## src/sv/mofrp_pkg.sv

```systemverilog
// Package for the multichannel oldest-first request pool.
// Holds the request record, status and sequencer codes, and fixed widths.
// No dependencies.
package mofrp_pkg;

  // fixed widths of the item fields
  localparam int unsigned AGE_W     = 32;
  localparam int unsigned OUT_CH_W  = 3;
  localparam int unsigned MASK_BITS = 4;

  // slot age saturates here
  localparam logic [AGE_W-1:0] AGE_TOP = 32'hFFFF_FFFF;

  // action codes
  localparam logic ACT_ADD  = 1'b0;
  localparam logic ACT_TICK = 1'b1;

  // add status codes
  typedef enum logic [1:0] {
    STAT_OK       = 2'd0,
    STAT_NO_CHAN  = 2'd1,
    STAT_DISABLED = 2'd2,
    STAT_FULL     = 2'd3
  } status_e;

  // sequencer states
  typedef enum logic [2:0] {
    S_IDLE,
    S_FIND,
    S_RESP,
    S_SCAN,
    S_FETCH,
    S_EMIT
  } state_e;

  // request record as kept in the payload memory
  typedef struct packed {
    logic [3:0]  kind;
    logic [7:0]  count;
    logic [15:0] start;
    logic [7:0]  slave;
    logic [15:0] handle;
  } req_t;

endpackage

```

## src/sv/multichannel_oldest_first_request_pool.sv

```systemverilog
// Add: a refused add goes straight to its result word; else the lowest free slot is searched from slot 0
// and filled if one is free. Tick: an aging scan over every slot, then one result word per channel in order.
// A stalled result word holds the sequencer until it is taken.
// One word at a time; a shared age compare walks the metadata RAM one slot a cycle.
// Reset (async, active low) empties every slot and clears the per-channel counts at once;
// slot RAM contents are only read for busy slots and need no clearing.
module multichannel_oldest_first_request_pool #(
  parameter int unsigned SLOTS    = 16,
  parameter int unsigned CHANNELS = 4
) (
  input  logic        clk_i,
  input  logic        rst_ni,
  input  logic        in_valid_i,
  output logic        in_stall_o,
  input  logic        action_i,
  input  logic [3:0]  channel_i,
  input  logic [3:0]  entry_kind_i,
  input  logic [7:0]  word_count_i,
  input  logic [15:0] start_address_i,
  input  logic [7:0]  slave_address_i,
  input  logic [15:0] data_handle_i,
  input  logic [3:0]  enabled_mask_i,
  input  logic [3:0]  ready_mask_i,
  output logic        out_valid_o,
  input  logic        out_stall_i,
  output logic [1:0]  add_status_o,
  output logic        dispatched_o,
  output logic [2:0]  out_channel_o,
  output logic [3:0]  out_kind_o,
  output logic [7:0]  out_count_o,
  output logic [15:0] out_start_o,
  output logic [7:0]  out_slave_o,
  output logic [15:0] out_handle_o,
  output logic        last_o
);

  localparam int unsigned SW     = $clog2(SLOTS);
  localparam int unsigned CW     = (CHANNELS > 1) ? $clog2(CHANNELS) : 1;
  localparam int unsigned QUOTA  = SLOTS / CHANNELS;
  localparam int unsigned PW     = $clog2(QUOTA + 1);
  localparam int unsigned META_W = CW + 1 + mofrp_pkg::AGE_W;

  mofrp_pkg::state_e  state_q, state_d;
  mofrp_pkg::status_e status_q, status_d, add_stat;

  logic [SLOTS-1:0]          busy_q;
  logic [PW-1:0]             pend_q [CHANNELS];
  logic [mofrp_pkg::AGE_W-1:0] best_q [CHANNELS];
  logic [SW-1:0]             pick_q [CHANNELS];
  logic [CHANNELS-1:0]       found_q;

  logic [SW:0]   idx_q, idx_d;
  logic          proc_v_q, proc_v_d;
  logic [SW-1:0] proc_idx_q;
  logic [CW-1:0] chan_q, chan_d;
  logic [CW-1:0] add_ch_q;
  mofrp_pkg::req_t req_q;
  logic [3:0]    en_q, rdy_q;

  logic accept, out_free;
  logic find_hit, resp_load, emit_load, start_tick;
  logic ch_ok, en_ok, quota_full;

  // slot metadata {channel, nonzero size, age}
  logic              meta_we;
  logic [SW-1:0]     meta_waddr;
  logic [META_W-1:0] meta_wdata, meta_rdata;
  logic [CW-1:0]     meta_ch;
  logic              meta_nz;
  logic [mofrp_pkg::AGE_W-1:0] meta_age, age_inc;
  logic              scan_busy, scan_better;

  mofrp_pkg::req_t pay_rdata;

  logic [mofrp_pkg::OUT_CH_W-1:0] chan_w;
  logic elig, chan_last;

  // output register
  logic        out_valid_q;
  logic [1:0]  out_status_q;
  logic        out_disp_q;
  logic [2:0]  out_ch_q;
  mofrp_pkg::req_t out_req_q;
  logic        out_last_q;

  assign in_stall_o = (state_q != mofrp_pkg::S_IDLE);
  assign accept     = in_valid_i && !in_stall_o;
  assign out_free   = !out_valid_q || !out_stall_i;

  // add checks on the incoming word
  assign ch_ok      = channel_i < 4'(CHANNELS);
  assign en_ok      = (channel_i < 4'(mofrp_pkg::MASK_BITS)) && enabled_mask_i[channel_i[1:0]];
  assign quota_full = pend_q[channel_i[CW-1:0]] >= PW'(QUOTA);

  always_comb begin
    if (!ch_ok) begin
      add_stat = mofrp_pkg::STAT_NO_CHAN;
    end else if (!en_ok) begin
      add_stat = mofrp_pkg::STAT_DISABLED;
    end else if (quota_full) begin
      add_stat = mofrp_pkg::STAT_FULL;
    end else begin
      add_stat = mofrp_pkg::STAT_OK;
    end
  end

  // per-channel dispatch decision
  assign chan_w    = mofrp_pkg::OUT_CH_W'(chan_q);
  assign chan_last = (chan_q == CW'(CHANNELS - 1));
  assign elig      = found_q[chan_q] && (chan_w < mofrp_pkg::OUT_CH_W'(mofrp_pkg::MASK_BITS))
                     && rdy_q[chan_w[1:0]] && en_q[chan_w[1:0]];

  // sequencer state register
  always_ff @(posedge clk_i or negedge rst_ni) begin
    if (!rst_ni) begin
      state_q  <= mofrp_pkg::S_IDLE;
      proc_v_q <= 1'b0;
    end else begin
      state_q  <= state_d;
      proc_v_q <= proc_v_d;
    end
  end

  // next state and strobes
  always_comb begin
    state_d    = state_q;
    status_d   = status_q;
    idx_d      = idx_q;
    chan_d     = chan_q;
    proc_v_d   = 1'b0;
    find_hit   = 1'b0;
    resp_load  = 1'b0;
    emit_load  = 1'b0;
    start_tick = 1'b0;
    case (state_q)
      mofrp_pkg::S_IDLE: begin
        if (accept) begin
          idx_d = '0;
          if (action_i == mofrp_pkg::ACT_TICK) begin
            start_tick = 1'b1;
            state_d    = mofrp_pkg::S_SCAN;
          end else begin
            status_d = add_stat;
            state_d  = (add_stat == mofrp_pkg::STAT_OK) ? mofrp_pkg::S_FIND
                                                         : mofrp_pkg::S_RESP;
          end
        end
      end
      mofrp_pkg::S_FIND: begin
        if (!busy_q[idx_q[SW-1:0]]) begin
          find_hit = 1'b1;
          state_d  = mofrp_pkg::S_RESP;
        end else if (idx_q[SW-1:0] == SW'(SLOTS - 1)) begin
          status_d = mofrp_pkg::STAT_FULL;
          state_d  = mofrp_pkg::S_RESP;
        end else begin
          idx_d = idx_q + 1'b1;
        end
      end
      mofrp_pkg::S_RESP: begin
        if (out_free) begin
          resp_load = 1'b1;
          state_d   = mofrp_pkg::S_IDLE;
        end
      end
      mofrp_pkg::S_SCAN: begin
        if (idx_q == (SW + 1)'(SLOTS)) begin
          chan_d  = '0;
          state_d = mofrp_pkg::S_FETCH;
        end else begin
          proc_v_d = 1'b1;
          idx_d    = idx_q + 1'b1;
        end
      end
      mofrp_pkg::S_FETCH: begin
        state_d = mofrp_pkg::S_EMIT;
      end
      mofrp_pkg::S_EMIT: begin
        if (out_free) begin
          emit_load = 1'b1;
          if (chan_last) begin
            state_d = mofrp_pkg::S_IDLE;
          end else begin
            chan_d  = chan_q + 1'b1;
            state_d = mofrp_pkg::S_FETCH;
          end
        end
      end
      default: begin
        state_d = mofrp_pkg::S_IDLE;
      end
    endcase
  end

  // sequencer working registers
  always_ff @(posedge clk_i) begin
    status_q   <= status_d;
    idx_q      <= idx_d;
    chan_q     <= chan_d;
    proc_idx_q <= idx_q[SW-1:0];
    if (accept) begin
      add_ch_q     <= channel_i[CW-1:0];
      req_q.kind   <= entry_kind_i;
      req_q.count  <= word_count_i;
      req_q.start  <= start_address_i;
      req_q.slave  <= slave_address_i;
      req_q.handle <= data_handle_i;
      en_q         <= enabled_mask_i;
      rdy_q        <= ready_mask_i;
    end
  end

  // shared aging and oldest-slot compare
  assign {meta_ch, meta_nz, meta_age} = meta_rdata;
  assign age_inc     = (meta_age == mofrp_pkg::AGE_TOP) ? meta_age : meta_age + 1'b1;
  assign scan_busy   = proc_v_q && busy_q[proc_idx_q];
  assign scan_better = meta_nz && (age_inc >= best_q[meta_ch]);

  assign meta_we    = find_hit || scan_busy;
  assign meta_waddr = find_hit ? idx_q[SW-1:0] : proc_idx_q;
  assign meta_wdata = find_hit ? {add_ch_q, (req_q.count != 8'd0), {mofrp_pkg::AGE_W{1'b0}}}
                               : {meta_ch, meta_nz, age_inc};

  mofrp_ram #(
    .WIDTH(META_W),
    .DEPTH(SLOTS)
  ) u_meta_ram (
    .clk_i  (clk_i),
    .we_i   (meta_we),
    .waddr_i(meta_waddr),
    .wdata_i(meta_wdata),
    .raddr_i(idx_q[SW-1:0]),
    .rdata_o(meta_rdata)
  );

  mofrp_ram #(
    .WIDTH($bits(mofrp_pkg::req_t)),
    .DEPTH(SLOTS)
  ) u_pay_ram (
    .clk_i  (clk_i),
    .we_i   (find_hit),
    .waddr_i(idx_q[SW-1:0]),
    .wdata_i(req_q),
    .raddr_i(pick_q[chan_q]),
    .rdata_o(pay_rdata)
  );

  // best candidate per channel
  always_ff @(posedge clk_i or negedge rst_ni) begin
    if (!rst_ni) begin
      found_q <= '0;
    end else if (start_tick) begin
      found_q <= '0;
    end else if (scan_busy && scan_better) begin
      found_q[meta_ch] <= 1'b1;
    end
  end

  always_ff @(posedge clk_i) begin
    if (start_tick) begin
      for (int c = 0; c < CHANNELS; c++) begin
        best_q[c] <= '0;
      end
    end else if (scan_busy && scan_better) begin
      best_q[meta_ch] <= age_inc;
      pick_q[meta_ch] <= proc_idx_q;
    end
  end

  // slot occupancy and per-channel counts
  always_ff @(posedge clk_i or negedge rst_ni) begin
    if (!rst_ni) begin
      busy_q <= '0;
      for (int c = 0; c < CHANNELS; c++) begin
        pend_q[c] <= '0;
      end
    end else begin
      if (find_hit) begin
        busy_q[idx_q[SW-1:0]] <= 1'b1;
        pend_q[add_ch_q]      <= pend_q[add_ch_q] + 1'b1;
      end
      if (emit_load && elig) begin
        busy_q[pick_q[chan_q]] <= 1'b0;
        pend_q[chan_q]         <= pend_q[chan_q] - 1'b1;
      end
    end
  end

  // output word register
  always_ff @(posedge clk_i or negedge rst_ni) begin
    if (!rst_ni) begin
      out_valid_q <= 1'b0;
    end else if (resp_load || emit_load) begin
      out_valid_q <= 1'b1;
    end else if (!out_stall_i) begin
      out_valid_q <= 1'b0;
    end
  end

  always_ff @(posedge clk_i) begin
    if (resp_load) begin
      out_status_q <= status_q;
      out_disp_q   <= 1'b0;
      out_ch_q     <= '0;
      out_req_q    <= '0;
      out_last_q   <= 1'b1;
    end else if (emit_load) begin
      out_status_q <= mofrp_pkg::STAT_OK;
      out_disp_q   <= elig;
      out_ch_q     <= chan_w;
      out_req_q    <= elig ? pay_rdata : '0;
      out_last_q   <= chan_last;
    end
  end

  assign out_valid_o   = out_valid_q;
  assign add_status_o  = out_status_q;
  assign dispatched_o  = out_disp_q;
  assign out_channel_o = out_ch_q;
  assign out_kind_o    = out_req_q.kind;
  assign out_count_o   = out_req_q.count;
  assign out_start_o   = out_req_q.start;
  assign out_slave_o   = out_req_q.slave;
  assign out_handle_o  = out_req_q.handle;
  assign last_o        = out_last_q;

endmodule

```

## src/sv/mofrp_ram.sv

```systemverilog
// Generic single-write, single-read RAM with registered read data.
// Used for slot metadata and slot payload of the request pool.
// No dependencies.
module mofrp_ram #(
  parameter int unsigned WIDTH = 8,
  parameter int unsigned DEPTH = 16
) (
  input  logic                     clk_i,
  input  logic                     we_i,
  input  logic [$clog2(DEPTH)-1:0] waddr_i,
  input  logic [WIDTH-1:0]         wdata_i,
  input  logic [$clog2(DEPTH)-1:0] raddr_i,
  output logic [WIDTH-1:0]         rdata_o
);

  logic [WIDTH-1:0] mem_q [DEPTH];
  logic [WIDTH-1:0] rdata_q;

  // write port and registered read port
  always_ff @(posedge clk_i) begin
    if (we_i) begin
      mem_q[waddr_i] <= wdata_i;
    end
    rdata_q <= mem_q[raddr_i];
  end

  assign rdata_o = rdata_q;

endmodule

```

## config.mk

```make
export PLATFORM = sky130hd
export DESIGN_NAME = multichannel_oldest_first_request_pool
export DESIGN_NICKNAME = d
export VERILOG_FILES = /design/src/sv/mofrp_pkg.sv /design/src/sv/multichannel_oldest_first_request_pool.sv /design/src/sv/mofrp_ram.sv
export SDC_FILE = /design/constraint.sdc
export NUM_CORES = 2
export LEC_CHECK = 0
export BUFFER_PORTS_ARGS = -buffer_cell sky130_fd_sc_hd__buf_2
export CORE_MARGIN = 8
export CORE_UTILIZATION = 25
export DETAILED_ROUTE_END_ITERATION = 6
export PLACE_DENSITY_LB_ADDON = 0.2
export SYNTH_ARGS = -nofsm -noshare
export SYNTH_HDL_FRONTEND = slang
export SYNTH_SLANG_ARGS = --single-unit
```

## constraint.sdc

```tcl
create_clock -name clk_i -period 7.4 [get_ports clk_i]
set_input_delay 0.74 -clock clk_i [delete_from_list [all_inputs] [get_ports clk_i]]
set_output_delay 0.74 -clock clk_i [all_outputs]
set_load 0.02 [all_outputs]
```

-- After elaboration in Yosys (flattened, before gate mapping)
Memory sizes are Yosys's and may differ from the RTL's. A register that Yosys moved wholly into a read port is not among the register bits.
Cells that the tools add are included.
- $add $sub $neg: 5
- order comparisons: 18
- equal/unequal tests: 21
- multiplexer cells: 97
- bitwise logic cells: 7
- reduce and logical (&&, ||, !) cells: 34
- operators with widths (operator ; count):
    2-to-1 mux 32 bit ; 2
    2-to-1 mux 52 bit ; 1
    2-to-1 mux 3 bit ; 15
    2-to-1 mux 35 bit ; 1
    adder 32 x 1 -> 32 bit (second input constant) ; 1
    == test 32 bit (second input constant) ; 1
    greater-or-equal comparator 32 bit ; 1
    2-to-1 mux 16 bit ; 2
    2-to-1 mux 2 bit ; 16
    OR reduction 32 bit ; 1
    2-to-1 mux 1 bit ; 31
    bitwise mux 12 bit ; 2
    2-to-1 mux 12 bit ; 2
    2-to-1 mux 5 bit ; 4
    != test 2 bit (second input constant) ; 10
    binary-select mux 3 bit (select 2 bit) ; 3
    case mux 3 bit (6 select lines) ; 1
    bitwise AND 16 bit ; 1
    NOT 16 bit ; 1
    bitwise OR 16 bit ; 1
    < comparator 4 x 5 -> 1 bit (second input constant) ; 3
    case mux 5 bit (3 select lines) ; 1
    AND reduction 5 bit ; 3
    logical AND 1 bit ; 14
    other kinds (35) ; 64
- register bits after elaboration: 170
- bits in writable memories: 1536
- bits of input ports: 69
- word-level logic and storage cells: 216
- memories kept: 4
- memories (name ; words ; width ; read ports ; clocked after memory_dff ; wr ports ; line ; text):
    u_pay_ram.mem_q ; 16 ; 52 ; 1 ; 1 ; 1 ; mofrp_ram.sv:16 ; logic [WIDTH-1:0] mem_q [DEPTH];
    u_meta_ram.mem_q ; 16 ; 35 ; 1 ; 1 ; 1 ; mofrp_ram.sv:16 ;
    best_q ; 4 ; 32 ; 1 ; 0 ; 4 ; multichannel_oldest_first_request_pool.sv:48 ; logic [mofrp_pkg::AGE_W-1:0] best_q [CHANNELS];
    pick_q ; 4 ; 4 ; 1 ; 1 ; 1 ; multichannel_oldest_first_request_pool.sv:49 ; logic [SW-1:0] pick_q [CHANNELS];

-- Longest topological paths before layout
- depth after elaboration: 13
- gate-level depth with buffers: 17

-- Hierarchy
Synthesis repeated with hierarchy kept, for this count alone.
- cells, all modules: 3388
- area total of the unflattened synthesis: 68779.7 µm²
- by module, submodules not included (module ; instances ; cells each ; area each (µm²) ; sequential area each (µm²)):
    mofrp_ram (u_pay_ram) ; 1 ; 1344 ; 32217.1 ; 26025.0
    mofrp_ram (u_meta_ram) ; 1 ; 914 ; 22052.4 ; 17516.8
    multichannel_oldest_first_request_pool ; 1 ; 1130 ; 14510.2 ; 8683.3

-- Least setup slack after synthesis
Ideal clock, no wire load.
- path type: flip-flop to flip-flop
- start point: reg u_meta_ram.rdata_q[12] (netlist: u_meta_ram.rdata_o[12]), read port of u_meta_ram.mem_q
- end point: mem best_q[0][0] (netlist name) (enable)
- library setup time: 0.470 ns
- arrival: 5.744 ns
- slack: 1.187 ns
- cell stages (with the launch flop): 16
- cell sequence: dfxtp_1 -> nand4_1 -> nor4_2 -> a31oi_1 -> buf_2 -> nand3_1 -> xor2_1 -> inv_1 -> ha_1 -> nand4_1 -> nor3_1 -> a32oi_1 -> a311oi_2 -> o21ai_1 -> buf_4 -> o31ai_1
- RTL lines (item ; line ; text):
    start, declared ; mofrp_ram.sv:17 ; logic [WIDTH-1:0] rdata_q;
    end, declared ; multichannel_oldest_first_request_pool.sv:48 ;

==> run_results.csv <==
group,metric,value,unit
timing,tightest_slew,1.254,ns
clock_tree,cts-root-buf,"clkbuf_16",
layout,final_nets,3666,
place,io_buffers,128,
clock_tree,clock_latency,0.87,ns
timing,slew_violations,0,
drt,wl_per_cell,25.34,µm
synthesis,seq_area_frac_synth,76.30,%
drt,routed_wl,185100,µm
layout,final_core_util,29.31,%
floorplan,die-area,290800,µm²
worst_setup_path,reg2reg_depth,14,
pwr,leakage,25.60,nW
status,status,"finished clean",
synthesis,synth_edf_count,1609,
worst_setup_path,crit_end,"best_q[2][3]$_SDFFCE_PN0P_",
worst_setup_path,timing.rr.start,"u_meta_ram.rdata_o[12]$_DFF_P_",
clock_tree,cts.path.max_buffers,4,
clock_tree,clkTransAtPathRegs,0.06,ns
worst_setup_path,crit_type,"flop to flop",
synthesis,synth.top_cells.by_count,"1609 x edfxtp_1, 436 x mux4_2, 152 x nor2_1",
synthesis,synthTopCellsByArea,"edfxtp_1 71%, mux4_2 14%, dfxtp_1 4.4%",
synthesis,netlist.area_leader.share,70.59,%
global_route,grt_pass1_wl,264800,µm
job,cap_violations,0,
floorplan,coreArea,272900,µm²
worst_setup_path,end_kind,"flop",
floorplan,dieHeight,539.2,µm
pwr,peakVddDrop,0.2247,mV
synthesis,syn_inst,3311,
clock_tree,clock_sinks,1795,
clock_tree,cts_made_buffers,204,
timing,max_freq,172.2,MHz
global_route,grt_max_degree,117,
timing,slew_headroom,16.09,%
synthesis,avgSynthCellArea,20.67,µm²
worst_hold_path,worstHoldPathCells,1,
synthesis,yosysMostFrequentCell,"edfxtp_1",
synthesis,synth_area_leader_cell,"edfxtp_1",
synthesis,synth_ff_type,"edfxtp_1",
timing,grt_setup_unrepaired,"false",
worst_setup_path,cp_max_fo,35,
place,dp_hpwl,98790,µm
synthesis,synth.distinct_cells,61,
layout,area_growth,16.88,%
floorplan,fp-row-count,192,
timing,clock_skew,0.08132,ns
drt,vias,32930,
floorplan,die_w,539.2,µm
pwr,power_density,368.6,nW/µm²
drt,drt-initial-drc-count,2596,
timing,fin_crit_sh,78.50,%
timing,finalSetupViolCount,0,
synthesis,synthArstFlopShare,2.061,%
worst_setup_path,worst_setup_path_start_kind,"flop",
timing,fin_tns_setup,0,ns
global_route,grt_use_total,12.37,%
drt,dr.pass1.iters,7,
drt,vias_per_cell,4.507,
clock_tree,cts.repair.resized,0,
place,gp_congestion,0.7289,
synthesis,synth_nets,3423,
clock_tree,tritoncts,"built",
global_route,grt_remaining_overflow,0,
floorplan,initial_core_util,25.08,%
clock_tree,post_cts_buffers,0,
drt,antenna_left,0,
worst_setup_path,startpoint,"u_meta_ram.rdata_o[12]$_DFF_P_",
pwr,power,29.48,mW
global_route,grt_pass1_vias,34790,
clock_tree,cts_hold_buf,6,
layout,drive_above_1_share,26.31,%
worst_setup_path,reg2reg_slack,1.59,ns
worst_setup_path,r2r_end,"best_q[2][3]$_SDFFCE_PN0P_",
clock_tree,htree_levels,4,
timing,finalHoldViolCount,0,
timing,post-route-min-period,5.809,ns
floorplan,io_pins,130,
worst_setup_path,cp_data_required_time,7.87,ns
layout,fillCellCount,26680,
synthesis,netlist_area,68450,µm²
synthesis,synth-seq-cells,1795,
worst_setup_path,arrival,6.28,ns
worst_hold_path,hold_path_class,"primary input to flop",
global_route,antenna_found_initial,9,
synthesis,yosysWarningCount,0,
drt,post-route-drc-count,0,
## per-stage QoR
step	std cells	hold WS (ns)	setup slack (ns)	cell area, µm²
finish	7305	0.07540	1.591	80000
global route	7303	0.01539	0.9654	79990
CTS	7302	0.001548	1.423	79990
detailed placement	6931	0.4318	1.476	73660
global placement	6931	0.4291	1.543	73660
floorplan	3311	0.3462	1.187	68450
## area by class of cell
| type | instances | area, µm² | share of cell area [%] |
|---|---|---|---|
| Clock inverter | 90 | 735.7 | 0.9197 |
| Sequential cell | 1795 | 52230 | 65.29 |
| Antenna cell | 3 | 7.507 | 0.009384 |
| Tap cell | 3589 | 4491 | 5.613 |
| Inverter | 78 | 292.8 | 0.3660 |
| Clock buffer | 275 | 5533 | 6.916 |
| Timing Repair Buffer | 217 | 1374 | 1.717 |
| Multi-Input combinational cell | 1258 | 15330 | 19.16 |
## flip-flops by register name (all words and copies together) (netlist names), 35 cells and up, named ones only
name and flops:
req_q 52, u_pay_ram.rdata_o 52, u_pay_ram.mem_q 832, u_meta_ram.mem_q 560, u_meta_ram.rdata_o 35, best_q 128
## cells in the final DEF (no fill, tap or decap), types with 22 or more instances in the layout
| cell type | instances |
|---|---|
| a22o_1 | 52 |
| buf_4 | 79 |
| inv_1 | 78 |
| mux2i_1 | 24 |
| a22oi_1 | 109 |
| mux4_2 | 434 |
| nor4_1 | 39 |
| dfxtp_1 | 147 |
| dfrtp_1 | 37 |
| nor3_1 | 46 |
| clkbuf_16 | 205 |
| nand3_1 | 22 |
| clkinv_1 | 41 |
| buf_2 | 128 |
| clkinv_2 | 23 |
| edfxtp_1 | 1609 |
| xor2_1 | 25 |
| a21oi_1 | 27 |
| nor2_1 | 135 |
| nand2_1 | 108 |
| clkbuf_1 | 56 |
| ha_1 | 43 |
## report_power, final
group / internal, mW / switching [mW]
Combinational: 2.32 / 3.95
Clock: 5.57 / 4.04
Sequential: 12.9 / 0.732
## how the worst min path moves through the flow
stage                             startpoint                           to  slack (ns)
2_1_floorplan         idx_q[2]$_SDFFCE_PP0P_        proc_idx_q[2]$_DFF_P_        0.35
3_3_place_gp       dispatched_o$_SDFFE_PP0P_    dispatched_o$_SDFFE_PP0P_        0.43
3_5_place_dp   u_pay_ram.rdata_o[27]$_DFF_P_  out_start_o[3]$_SDFFE_PP0P_        0.43
4_1_cts                    data_handle_i[14]          req_q[14]$_DFFE_PP_       0.002
5_1_grt                  start_address_i[14]          req_q[38]$_DFFE_PP_        0.02
6_report                 start_address_i[14]          req_q[38]$_DFFE_PP_        0.08
## cell families (layout without fill, tap and decap cells)
logic type	Yosys count	count (layout)	share of synthesized area, %
AOI/OAI and AO/OA	259	259	2.812
xor gates and xnor gates	40	40	0.5119
adders and majority gates	43	43	0.7861
buffers and inverters	258	660	1.702
DFF	1795	1795	76.30
muxes	461	461	14.71
other	1	4	0.005479
and+or+nand+nor	454	454	3.168
## per-layer routing
metal,track usage [%],up-vias,wire (µm)
met4,3.387,0,4743
met2,21.03,676,90790
met5,0,-,0
met1,16.52,17850,82340
li1,-,14140,-
met3,1.811,269,7238
## worst max-delay path, stage by stage, from the launching register on
cell     delay, ns
dfxtp_1       0.40
nand4_1       0.26
nor4_2        0.58
a31oi_1       0.48
nand4_1       0.28
xor2_1        0.59
inv_1         0.10
ha_1          0.32
and4_1        0.20
nand2_1       0.12
o21ai_0       0.72
o21ai_4       0.07
buf_4         0.28
o21ai_4       0.58
buf_4         0.41
Note: power is estimated with default switching activity, not from simulation.
